`config.mk`:
```
export PLATFORM = sky130hd
export DESIGN_NAME = first_fit_block_allocator_core
export DESIGN_NICKNAME = d
export VERILOG_FILES = /design/src/design/ffa_pkg.sv /design/src/design/first_fit_block_allocator_core.sv /design/src/design/ffa_cell.sv /design/src/design/ffa_usage_div.sv
export SDC_FILE = /design/constraint.sdc
export NUM_CORES = 2
export LEC_CHECK = 0
export BUFFER_PORTS_ARGS = -buffer_cell sky130_fd_sc_hd__buf_4
export CORE_MARGIN = 1.5
export CORE_UTILIZATION = 42
export DETAILED_ROUTE_END_ITERATION = 7
export PLACE_DENSITY = 0.63
export SLEW_MARGIN = 10
export SYNTH_ARGS = -nofsm -noshare
export SYNTH_HDL_FRONTEND = slang
export SYNTH_HIERARCHICAL = 1
export SYNTH_SLANG_ARGS = --single-unit
```
`constraint.sdc`:
```
create_clock -name clk_i -period 16.5 [get_ports clk_i]
set_input_delay 4.95 -clock clk_i [delete_from_list [all_inputs] [get_ports clk_i]]
set_output_delay 4.95 -clock clk_i [all_outputs]
set_load 0.03 [all_outputs]
```
`src/design/ffa_pkg.sv`:
```
`timescale 1ns / 1ps

package ffa_pkg;

  // Defaults for the top-level parameters
  localparam int DefCapacity  = 2048;
  localparam int DefMaxBlocks = 64;

  // Fixed field widths of the request and result
  localparam int KindW     = 2;
  localparam int OwnerW    = 8;
  localparam int SizeW     = 12;
  localparam int StatusW   = 3;
  localparam int AddrOutW  = 11;
  localparam int UsageW    = 7;
  localparam int InDataW   = 24;
  localparam int OutDataW  = 24;

  // Usage is reported in percent
  localparam int UsageScale = 100;

  typedef enum logic [KindW-1:0] {
    KIND_ALLOC  = 2'd0,
    KIND_FREE   = 2'd1,
    KIND_LOOKUP = 2'd2
  } kind_e;

  typedef enum logic [StatusW-1:0] {
    ST_DONE     = 3'd0,
    ST_RESIDENT = 3'd1,
    ST_NOFIT    = 3'd2,
    ST_NOTFOUND = 3'd3,
    ST_FULL     = 3'd4
  } status_e;

endpackage

```
`src/design/first_fit_block_allocator_core.sv`:
```
`timescale 1ns / 1ps

// First-fit block allocator.
// Requests arrive on the s_axis channel: tuser carries the kind (allocate,
// free, lookup), tdata the owner id and the requested size. Each request
// yields exactly one result on the m_axis channel: tuser carries the status,
// tdata the block start address and the usage in percent.
// The block table lives in a ring of MAX_BLOCKS cells that rotates one entry
// per cycle past the controller while it searches or rewrites. A request
// takes one full rotation to search plus a decision state; allocate and free
// that change the table take a second rotation that rewrites it in place. The
// usage divider starts at the decision and its figure is ready before that
// second rotation ends. The time from a request's transfer to a valid result
// is limited by the rotation of the ring.
// One request is in work at a time: s_axis_tready is high only while idle.
// The result is held on m_axis until it is taken; a stalled receiver holds
// the block with it. After reset the table holds one free block covering the
// whole capacity and no clearing pass is needed.
module first_fit_block_allocator_core #(
  parameter int CAPACITY   = ffa_pkg::DefCapacity,
  parameter int MAX_BLOCKS = ffa_pkg::DefMaxBlocks
) (
  input  logic                            clk_i,
  input  logic                            rst_ni,
  input  logic                            s_axis_tvalid,
  output logic                            s_axis_tready,
  // owner [7:0], size [19:8], zero [23:20]
  input  logic [ffa_pkg::InDataW-1:0]     s_axis_tdata,
  // kind [1:0]
  input  logic [ffa_pkg::KindW-1:0]       s_axis_tuser,
  output logic                            m_axis_tvalid,
  input  logic                            m_axis_tready,
  // address [10:0], usage_percent [17:11], zero [23:18]
  output logic [ffa_pkg::OutDataW-1:0]    m_axis_tdata,
  // status [2:0]
  output logic [ffa_pkg::StatusW-1:0]     m_axis_tuser
);

  localparam int AW   = $clog2(CAPACITY);
  localparam int LW   = $clog2(CAPACITY + 1);
  localparam int OW   = ffa_pkg::OwnerW;
  localparam int SW   = ffa_pkg::SizeW;
  localparam int EW   = 1 + OW + AW + LW;
  localparam int PW   = $clog2(MAX_BLOCKS);
  localparam int CW   = $clog2(MAX_BLOCKS + 1);
  localparam int CMPW = (LW > SW) ? LW : SW;
  localparam int AOW  = ffa_pkg::AddrOutW;
  localparam int UGW  = ffa_pkg::UsageW;

  localparam logic [EW-1:0] RstFirst = {1'b0, {OW{1'b0}}, {AW{1'b0}}, LW'(CAPACITY)};

  // Controller states
  localparam logic [2:0] S_IDLE   = 3'd0;
  localparam logic [2:0] S_SCAN   = 3'd1;
  localparam logic [2:0] S_DECIDE = 3'd2;
  localparam logic [2:0] S_MOD    = 3'd3;
  localparam logic [2:0] S_WAIT   = 3'd4;
  localparam logic [2:0] S_OUT    = 3'd5;

  // Rewrite operations of the second rotation
  localparam logic [1:0] OP_EXACT = 2'd0;
  localparam logic [1:0] OP_SPLIT = 2'd1;
  localparam logic [1:0] OP_FREE  = 2'd2;

  function automatic logic [LW-1:0] f_len(input logic [EW-1:0] e);
    return e[LW-1:0];
  endfunction

  function automatic logic [AW-1:0] f_start(input logic [EW-1:0] e);
    return e[LW+AW-1:LW];
  endfunction

  function automatic logic [OW-1:0] f_owner(input logic [EW-1:0] e);
    return e[LW+AW+OW-1:LW+AW];
  endfunction

  function automatic logic f_used(input logic [EW-1:0] e);
    return e[EW-1];
  endfunction

  function automatic logic [EW-1:0] f_pack(input logic used, input logic [OW-1:0] owner,
                                            input logic [AW-1:0] start,
                                            input logic [LW-1:0] len);
    return {used, owner, start, len};
  endfunction

  logic [2:0]    state_q;
  logic [PW-1:0] p_q;
  logic [1:0]    kind_q;
  logic [OW-1:0] owner_q;
  logic [SW-1:0] size_q;
  logic [CW-1:0] count_q;
  logic [LW-1:0] used_q;
  logic          found_q, jf_q, pf_q, nf_q, fit_q;
  logic [PW-1:0] j_q, fi_q;
  logic [AW-1:0] addrj_q, fitstart_q, addr_q;
  logic [LW-1:0] lenj_q, lenn_q, fitlen_q;
  logic [EW-1:0] prev_q;
  logic [1:0]    op_q;
  logic [ffa_pkg::StatusW-1:0] status_q;

  logic [EW-1:0] cell_out [MAX_BLOCKS];
  logic [EW-1:0] c0, c1, c2, tail;
  logic          shift;
  logic          p_last;
  logic [CW-1:0] pe;
  logic          p_valid;
  logic          hit_owner, hit_fit;

  logic [ffa_pkg::StatusW-1:0] dec_status;
  logic [AW-1:0] dec_addr;
  logic          dec_mod;
  logic [1:0]    dec_op;
  logic [LW-1:0] used_d;
  logic          div_start, div_busy;
  logic [UGW-1:0] usage;
  logic [EW-1:0] mod_out;

  // Ring of cells; the controller feeds the last one
  for (genvar k = 0; k < MAX_BLOCKS; k++) begin : g_cell
    logic [EW-1:0] din;
    if (k == MAX_BLOCKS - 1) begin : g_tail
      assign din = tail;
    end else begin : g_link
      assign din = cell_out[k+1];
    end
    ffa_cell #(
      .W       (EW),
      .RST_VAL ((k == 0) ? RstFirst : {EW{1'b0}})
    ) u_cell (
      .clk_i   (clk_i),
      .rst_ni  (rst_ni),
      .shift_i (shift),
      .din_i   (din),
      .dout_o  (cell_out[k])
    );
  end

  assign c0 = cell_out[0];
  assign c1 = cell_out[1];
  if (MAX_BLOCKS > 2) begin : g_look2
    assign c2 = cell_out[2];
  end else begin : g_nolook2
    assign c2 = '0;
  end

  assign shift   = (state_q == S_SCAN) || (state_q == S_MOD);
  assign tail    = (state_q == S_SCAN) ? c0 : mod_out;
  assign p_last  = p_q == PW'(MAX_BLOCKS - 1);
  assign pe      = CW'(p_q);
  assign p_valid = pe < count_q;

  // Search hits on the entry at the head of the ring
  assign hit_owner = p_valid && f_used(c0) && (f_owner(c0) == owner_q) && !found_q;
  assign hit_fit   = p_valid && !f_used(c0) && (CMPW'(f_len(c0)) >= CMPW'(size_q)) && !fit_q;

  // Decide the outcome once the search rotation is complete
  always_comb begin
    dec_status = ffa_pkg::ST_NOTFOUND;
    dec_addr   = '0;
    dec_mod    = 1'b0;
    dec_op     = OP_EXACT;
    used_d     = used_q;
    case (kind_q)
      ffa_pkg::KIND_ALLOC: begin
        if (found_q) begin
          dec_status = ffa_pkg::ST_RESIDENT;
          dec_addr   = addrj_q;
        end else if ((size_q == '0) || !fit_q) begin
          dec_status = ffa_pkg::ST_NOFIT;
        end else if (CMPW'(fitlen_q) == CMPW'(size_q)) begin
          dec_status = ffa_pkg::ST_DONE;
          dec_addr   = fitstart_q;
          dec_mod    = 1'b1;
          dec_op     = OP_EXACT;
          used_d     = used_q + LW'(size_q);
        end else if (count_q >= CW'(MAX_BLOCKS)) begin
          dec_status = ffa_pkg::ST_FULL;
        end else begin
          dec_status = ffa_pkg::ST_DONE;
          dec_addr   = fitstart_q;
          dec_mod    = 1'b1;
          dec_op     = OP_SPLIT;
          used_d     = used_q + LW'(size_q);
        end
      end
      ffa_pkg::KIND_FREE: begin
        if (found_q) begin
          dec_status = ffa_pkg::ST_DONE;
          dec_addr   = addrj_q;
          dec_mod    = 1'b1;
          dec_op     = OP_FREE;
          used_d     = used_q - lenj_q;
        end
      end
      ffa_pkg::KIND_LOOKUP: begin
        if (found_q) begin
          dec_status = ffa_pkg::ST_DONE;
          dec_addr   = addrj_q;
        end
      end
      default: begin
        dec_status = ffa_pkg::ST_NOTFOUND;
      end
    endcase
  end

  // Rewrite the entry stream during the second rotation
  always_comb begin
    logic [CW-1:0] fi_e, j_e, tgt;
    logic [1:0]    del;
    logic [CW:0]   reach;
    logic [EW-1:0] src;
    logic [LW-1:0] merged;
    fi_e    = CW'(fi_q);
    j_e     = CW'(j_q);
    tgt     = pf_q ? (j_e - 1'b1) : j_e;
    del     = {1'b0, pf_q} + {1'b0, nf_q};
    reach   = {1'b0, pe} + (CW+1)'(del);
    src     = (del == 2'd2) ? c2 : ((del == 2'd1) ? c1 : c0);
    merged  = f_len(c0) + (pf_q ? lenj_q : '0) + (nf_q ? lenn_q : '0);
    mod_out = c0;
    case (op_q)
      OP_EXACT: begin
        if (pe == fi_e) begin
          mod_out = f_pack(1'b1, owner_q, f_start(c0), f_len(c0));
        end
      end
      OP_SPLIT: begin
        if (pe == fi_e) begin
          mod_out = f_pack(1'b1, owner_q, f_start(c0), LW'(size_q));
        end else if (pe == fi_e + 1'b1) begin
          mod_out = f_pack(1'b0, '0, f_start(prev_q) + AW'(size_q),
                           f_len(prev_q) - LW'(size_q));
        end else if (pe > fi_e) begin
          mod_out = (pe <= count_q) ? prev_q : '0;
        end
      end
      OP_FREE: begin
        if (pe == tgt) begin
          mod_out = f_pack(1'b0, f_owner(c0), f_start(c0), merged);
        end else if (pe > tgt) begin
          mod_out = (reach < (CW+1)'(count_q)) ? src : '0;
        end
      end
      default: begin
        mod_out = c0;
      end
    endcase
  end

  assign div_start = state_q == S_DECIDE;

  ffa_usage_div #(
    .CAPACITY (CAPACITY),
    .UW       (LW)
  ) u_div (
    .clk_i   (clk_i),
    .rst_ni  (rst_ni),
    .start_i (div_start),
    .used_i  (used_d),
    .busy_o  (div_busy),
    .usage_o (usage)
  );

  // Sequence one request: search, decide, rewrite, wait for usage, deliver
  always_ff @(posedge clk_i or negedge rst_ni) begin
    if (!rst_ni) begin
      state_q    <= S_IDLE;
      p_q        <= '0;
      kind_q     <= '0;
      owner_q    <= '0;
      size_q     <= '0;
      count_q    <= CW'(1);
      used_q     <= '0;
      found_q    <= 1'b0;
      jf_q       <= 1'b0;
      pf_q       <= 1'b0;
      nf_q       <= 1'b0;
      fit_q      <= 1'b0;
      j_q        <= '0;
      fi_q       <= '0;
      addrj_q    <= '0;
      fitstart_q <= '0;
      addr_q     <= '0;
      lenj_q     <= '0;
      lenn_q     <= '0;
      fitlen_q   <= '0;
      prev_q     <= '0;
      op_q       <= OP_EXACT;
      status_q   <= ffa_pkg::ST_NOTFOUND;
    end else begin
      case (state_q)
        S_IDLE: begin
          if (s_axis_tvalid) begin
            kind_q  <= s_axis_tuser;
            owner_q <= s_axis_tdata[OW-1:0];
            size_q  <= s_axis_tdata[OW+SW-1:OW];
            found_q <= 1'b0;
            jf_q    <= 1'b0;
            pf_q    <= 1'b0;
            nf_q    <= 1'b0;
            fit_q   <= 1'b0;
            p_q     <= '0;
            state_q <= S_SCAN;
          end
        end
        S_SCAN: begin
          prev_q <= c0;
          p_q    <= p_last ? '0 : p_q + 1'b1;
          jf_q   <= hit_owner;
          if (hit_owner) begin
            found_q <= 1'b1;
            j_q     <= p_q;
            addrj_q <= f_start(c0);
            lenj_q  <= f_len(c0);
            pf_q    <= (p_q != '0) && !f_used(prev_q);
          end
          // Note the neighbor right after the owner's block
          if (jf_q) begin
            nf_q   <= p_valid && !f_used(c0);
            lenn_q <= f_len(c0);
          end
          if (hit_fit) begin
            fit_q      <= 1'b1;
            fi_q       <= p_q;
            fitlen_q   <= f_len(c0);
            fitstart_q <= f_start(c0);
          end
          if (p_last) begin
            state_q <= S_DECIDE;
          end
        end
        S_DECIDE: begin
          status_q <= dec_status;
          addr_q   <= dec_addr;
          op_q     <= dec_op;
          used_q   <= used_d;
          state_q  <= dec_mod ? S_MOD : S_WAIT;
        end
        S_MOD: begin
          prev_q <= c0;
          p_q    <= p_last ? '0 : p_q + 1'b1;
          if (p_last) begin
            if (op_q == OP_SPLIT) begin
              count_q <= count_q + 1'b1;
            end else if (op_q == OP_FREE) begin
              count_q <= count_q - CW'({1'b0, pf_q} + {1'b0, nf_q});
            end
            state_q <= S_WAIT;
          end
        end
        S_WAIT: begin
          if (!div_busy) begin
            state_q <= S_OUT;
          end
        end
        S_OUT: begin
          if (m_axis_tready) begin
            state_q <= S_IDLE;
          end
        end
        default: begin
          state_q <= S_IDLE;
        end
      endcase
    end
  end

  assign s_axis_tready = state_q == S_IDLE;
  assign m_axis_tvalid = state_q == S_OUT;
  assign m_axis_tuser  = status_q;
  assign m_axis_tdata  = {{(ffa_pkg::OutDataW - AOW - UGW){1'b0}}, usage, AOW'(addr_q)};

  // The table always holds between one and MAX_BLOCKS entries
  a_count_range: assert property (@(posedge clk_i) disable iff (!rst_ni)
    (count_q >= CW'(1)) && (count_q <= CW'(MAX_BLOCKS)))
    else $error("block count out of range");

  // A delivered result carries a finished usage figure
  a_usage_ready: assert property (@(posedge clk_i) disable iff (!rst_ni)
    m_axis_tvalid |-> !div_busy)
    else $error("result shown while usage divider busy");

  // The ring position is aligned whenever no request is in work
  a_ring_aligned: assert property (@(posedge clk_i) disable iff (!rst_ni)
    (state_q == S_IDLE) |-> (p_q == '0))
    else $error("ring misaligned at idle");

  // A refused split only happens with a full table
  a_full_status: assert property (@(posedge clk_i) disable iff (!rst_ni)
    (m_axis_tvalid && (status_q == ffa_pkg::ST_FULL)) |-> (count_q == CW'(MAX_BLOCKS)))
    else $error("table-full status without a full table");

  // Allocated units never exceed the capacity
  a_used_bound: assert property (@(posedge clk_i) disable iff (!rst_ni)
    used_q <= LW'(CAPACITY))
    else $error("used total exceeds capacity");

endmodule

```
`src/design/ffa_cell.sv`:
```
`timescale 1ns / 1ps

// One table entry of the rotating chain: take the neighbor's entry on each shift.
module ffa_cell #(
  parameter int             W       = 1,
  parameter logic [W-1:0]   RST_VAL = '0
) (
  input  logic         clk_i,
  input  logic         rst_ni,
  input  logic         shift_i,
  input  logic [W-1:0] din_i,
  output logic [W-1:0] dout_o
);

  logic [W-1:0] entry_q;

  // Hold, or advance one place along the chain
  always_ff @(posedge clk_i or negedge rst_ni) begin
    if (!rst_ni) begin
      entry_q <= RST_VAL;
    end else if (shift_i) begin
      entry_q <= din_i;
    end
  end

  assign dout_o = entry_q;

endmodule

```
`src/design/ffa_usage_div.sv`:
```
`timescale 1ns / 1ps

// Usage figure: ceil(used * 100 / CAPACITY) by reciprocal multiplication.
// The rounded-up numerator is registered first; it is then multiplied by
// the scaled reciprocal of CAPACITY and the quotient bits are registered.
module ffa_usage_div #(
  parameter int CAPACITY = ffa_pkg::DefCapacity,
  parameter int UW       = 12
) (
  input  logic                        clk_i,
  input  logic                        rst_ni,
  input  logic                        start_i,
  input  logic [UW-1:0]               used_i,
  output logic                        busy_o,
  output logic [ffa_pkg::UsageW-1:0]  usage_o
);

  localparam int     NumW   = $clog2(CAPACITY * (ffa_pkg::UsageScale + 1) + 1);
  localparam int     QW     = ffa_pkg::UsageW;
  // Numerators stay below NumLim; with 2**Shift >= NumLim * CAPACITY the
  // rounded-up reciprocal gives the exact quotient for every one of them
  localparam longint NumLim = longint'(CAPACITY) * longint'(ffa_pkg::UsageScale + 1);
  localparam int     Shift  = $clog2(NumLim * longint'(CAPACITY));
  localparam longint Recip  = ((longint'(1) << Shift) + longint'(CAPACITY) - 1) /
                              longint'(CAPACITY);
  // The quotient never exceeds 100, so the product fits in Shift + QW bits
  localparam int     ProdW  = Shift + QW;

  logic [NumW-1:0]  num_q;
  logic [QW-1:0]    quo_q;
  logic             busy_q;
  logic [ProdW-1:0] prod;

  // Scale by the reciprocal; the quotient sits above the shift point
  assign prod = ProdW'(num_q) * ProdW'(Recip);

  // Load the rounded-up numerator, then take the quotient in the next cycle
  always_ff @(posedge clk_i or negedge rst_ni) begin
    if (!rst_ni) begin
      num_q  <= '0;
      quo_q  <= '0;
      busy_q <= 1'b0;
    end else if (start_i) begin
      num_q  <= NumW'(used_i) * NumW'(ffa_pkg::UsageScale) + NumW'(CAPACITY - 1);
      busy_q <= 1'b1;
    end else if (busy_q) begin
      quo_q  <= prod[ProdW-1:Shift];
      busy_q <= 1'b0;
    end
  end

  assign busy_o  = busy_q;
  assign usage_o = quo_q;

endmodule

```
==> impl_metrics.json <==
{
  "status": "finished clean",
  "cp.required_ns": 17.28,
  "path_cells": "buf_16, buf_12, buf_12, buf_4",
  "grt_pass1_vias": 51320,
  "hp-class": "register to register",
  "wl_mm": 168,
  "synth_edf_count": 0,
  "fin_nets": 6386,
  "rsz0062_at_grt": "false",
  "synthArstFlopShare": 1.00,
  "drive_gt1_frac": 0.417,
  "worst-path-max-fanout": 172,
  "grt.overflow.total": 0,
  "clock_sinks": 2236,
  "ys_warn_count": 6,
  "critPathSlowestCell": "buf_4",
  "max_clock_freq_mhz": 140,
  "area_delta_synth_final_pct": 7.65,
  "die_w_um": 496,
  "p_total_mw": 15.4,
  "grt_max_degree": 194,
  "critPathTopFamily": "buffers and inverters",
  "cts_max_level": 4,
  "ant_nets": 0,
  "cts_tree": "built",
  "post-route-drc-count": 0,
  "endpoint_kind": "async pin",
  "cp.arrival_ns": 7.92,
  "grt_first_pass_wirelength_mm": 282,
  "layout.core_utilization": 0.456,
  "io-pin-count": 59,
  "chipHeight_um": 496,
  "cts_hold_buf": 0,
  "crit_type": "primary input to async pin",
  "setup_viol": 0,
  "finalCritPeriodShare": 0.432,
  "grt_antenna_before_repair": 1,
  "synth_cell_type_count": 100,
  "finalHoldViolations": 0,
  "crit_top_cell": "buf_12",
  "insertion_delay_ns": 0.86,
  "powerDensity_mw_per_mm2": 140,
  "first_pass_iters": 5,
  "startpoint_type": "primary input",
  "cts_inserted_buffers": 217,
  "critPathBufInv": 4,
  "skew_ns": 0.0521,
  "vias": 47347,
  "drtIter0Drc": 3099,
  "ys_seq_area_frac": 0.548,
  "post_drt_wl_per_cell_um": 17.5,
  "track_usage": 0.138,
  "path_clk_slew_ns": 0.05,
  "final_cells": 9553,
  "hpwl_mm": 98.9,
  "synth-seq-cells": 2236,
  "yosys_most_used_dff": "dfrtp_1",
  "slew_viol_final": 0,
  "period_minus_slack_ns": 7.13,
  "synth_top_area_frac": 0.547,
  "post-synth-top-area-cell": "dfrtp_1",
  "synthTopCellsByArea": "dfrtp_1 (55%), mux2_4 (28%), buf_12 (3.8%), mux2_2 (2.3%), ha_1 (1.8%)",
  "final_cell_mix": "dfrtp_1 (2232), mux2_4 (1921), nand2_1 (313), clkbuf_16 (218), mux2_2 (211)",
  "slew_headroom": 0.191,
  "cts_resized": 0,
  "power_leakage_nw": 57.1,
  "synth_area_mm2": 0.102,
  "coreArea_mm2": 0.241,
  "via_per_inst": 4.96,
  "gp_congestion": 0.852,
  "start_util": 0.424,
  "maxCapViolCount": 0,
  "worstMarginPinSlew_ns": 1.21,
  "post_cts_buffers": 0,
  "synth_cells": 6208,
  "root_buffer": "clkbuf_16",
  "final_common_cell": "dfrtp_1",
  "port_buffers": 48,
  "ir_drop_mv": 0.155,
  "critical_path.max_stage_delay_ns": 0.91,
  "finalInstanceArea_mm2": 0.110,
  "dp.cells": 9149,
  "tns_ns": 0,
  "rows": 180,
  "cts_buffer_depth": 3,
  "dieArea_mm2": 0.246,
  "avgSynthCellArea_um2": 16.5,
  "dpl_cell_area_mm2": 0.102
}
Yosys cell counts (all sizes together), types with 7 or more instances:
cell / instances
a21o: 25
a31oi: 21
xor2: 47
a211oi: 12
mux2i: 46
o211ai: 40
a221oi: 7
buf: 290
a222oi: 9
ha: 148
or2: 7
nor4: 10
o21ai: 127
and3: 9
a221o: 13
o221ai: 7
and2: 25
a2111oi: 7
dfrtp: 2232
nand2: 313
o31ai: 9
nor2b: 15
a22oi: 25
nand2b: 19
nor2: 123
a21oi: 72
inv: 98
mux2: 2132
nor3: 36
xnor2: 58
clkbuf: 68
nand3: 32
o21a: 13
fa: 25
through the flow:
| stage | hold WS, ns | setup WS, ns |
|---|---|---|
| finish | 0.465 | 9.37 |
| global placement | 0.453 | 8.44 |
| floorplan | 0.440 | 10.29 |
| detailed placement | 0.459 | 8.38 |
| global route | 0.470 | 8.88 |
| CTS | 0.461 | 9.28 |
cell families (layout without fill, tap and decap cells):
group | Yosys count | count (layout) | share of synthesized area
buffers and inverters | 457 | 611 | 0.0530
adders and majority gates | 173 | 173 | 0.0230
xor gates and xnor gates | 106 | 106 | 0.00937
other | 1 | 7 | 0.0000367
and+or+nand+nor | 622 | 622 | 0.0276
muxes | 2178 | 2178 | 0.310
AOI/OAI and AO/OA | 435 | 435 | 0.0291
DFF | 2236 | 2236 | 0.548
report_power, final:
part	total (mW)	switching, mW	leakage [nW]	internal (mW)
clock	5.26	2.15	3.81	3.11
combinational	4.06	2.21	22.3	1.85
sequential	6.12	0.280	30.9	5.84
total	15.4	4.64	57.1	10.8
worst register-to-register path: stages (launching register included):
cell and delay [ns]:
dfrtp_1 0.72, xor2_1 0.16, nor4_1 0.45, a31oi_1 0.13
nand2b_1 0.59, nor2_1 1.01, a22oi_1 0.25, nand2_1 0.21
inv_1 0.11, ha_1 0.29, inv_1 0.04, ha_1 0.28
ha_1 0.30, ha_1 0.34, o21ai_0 0.13, nor3b_1 0.17
a211oi_2 0.17, o211ai_1 0.14, nand2b_1 0.16, or4b_1 0.52
o221ai_1 0.10
state kept, by name, indices dropped and copies added, names as in the netlist, 3 cells and up:
name	count
g_cell.u_cell/dout_o	2048
prev_q	32
fitlen_q	12
lenj_q	12
lenn_q	12
size_q	12
used_q	12
addr_q	11
addrj_q	11
fitstart_q	11
owner_q	8
count_q	7
u_div/num_q	7
u_div/usage_o	7
fi_q	6
j_q	6
p_q	6
m_axis_tuser	3
state_q	3
final cells by class:
class | count | area (um^2)
fillers | 20635 | 131000
flip-flops and latches | 2236 | 56000
multi-input cells | 3520 | 40800
clock buffers | 302 | 6230
well taps | 3185 | 3990
clock inverters | 101 | 1540
repair buffers | 109 | 1060
inverters | 99 | 379
diodes | 1 | 2.50
final timing paths:
kind                                             startpoint                                        to  cells past startpoint  slack (ns)
worst max register to register        size_q[0]$_DFFE_PN0P_               u_div/num_q[17]$_DFFE_PN0P_                     20       10.12
min in group asynchronous                            rst_ni  g_cell[23].u_cell/dout_o[27]$_DFFE_PN0P_                      1        4.04
max in group clk_i                   state_q[1]$_DFFE_PN0P_                             s_axis_tready                      2        9.55
worst max-delay path                                 rst_ni    g_cell[5].u_cell/dout_o[5]$_DFFE_PN0P_                      4        9.37
worst min-delay path            m_axis_tuser[1]$_DFFE_PN1P_               m_axis_tuser[1]$_DFFE_PN1P_                      2        0.46
worst min register to register  m_axis_tuser[1]$_DFFE_PN1P_               m_axis_tuser[1]$_DFFE_PN1P_                      2        0.46
routing by layer:
layer / vias to the layer above / GRT usage / routed length (um)
met3: 275 / 0.0217 / 5450
li1: 21798 / - / -
met5: - / 0 / 0
met2: 582 / 0.206 / 73800
met1: 24692 / 0.204 / 84000
met4: 0 / 0.0419 / 4250
No activity file was read; power rests on OpenSTA's default activity.
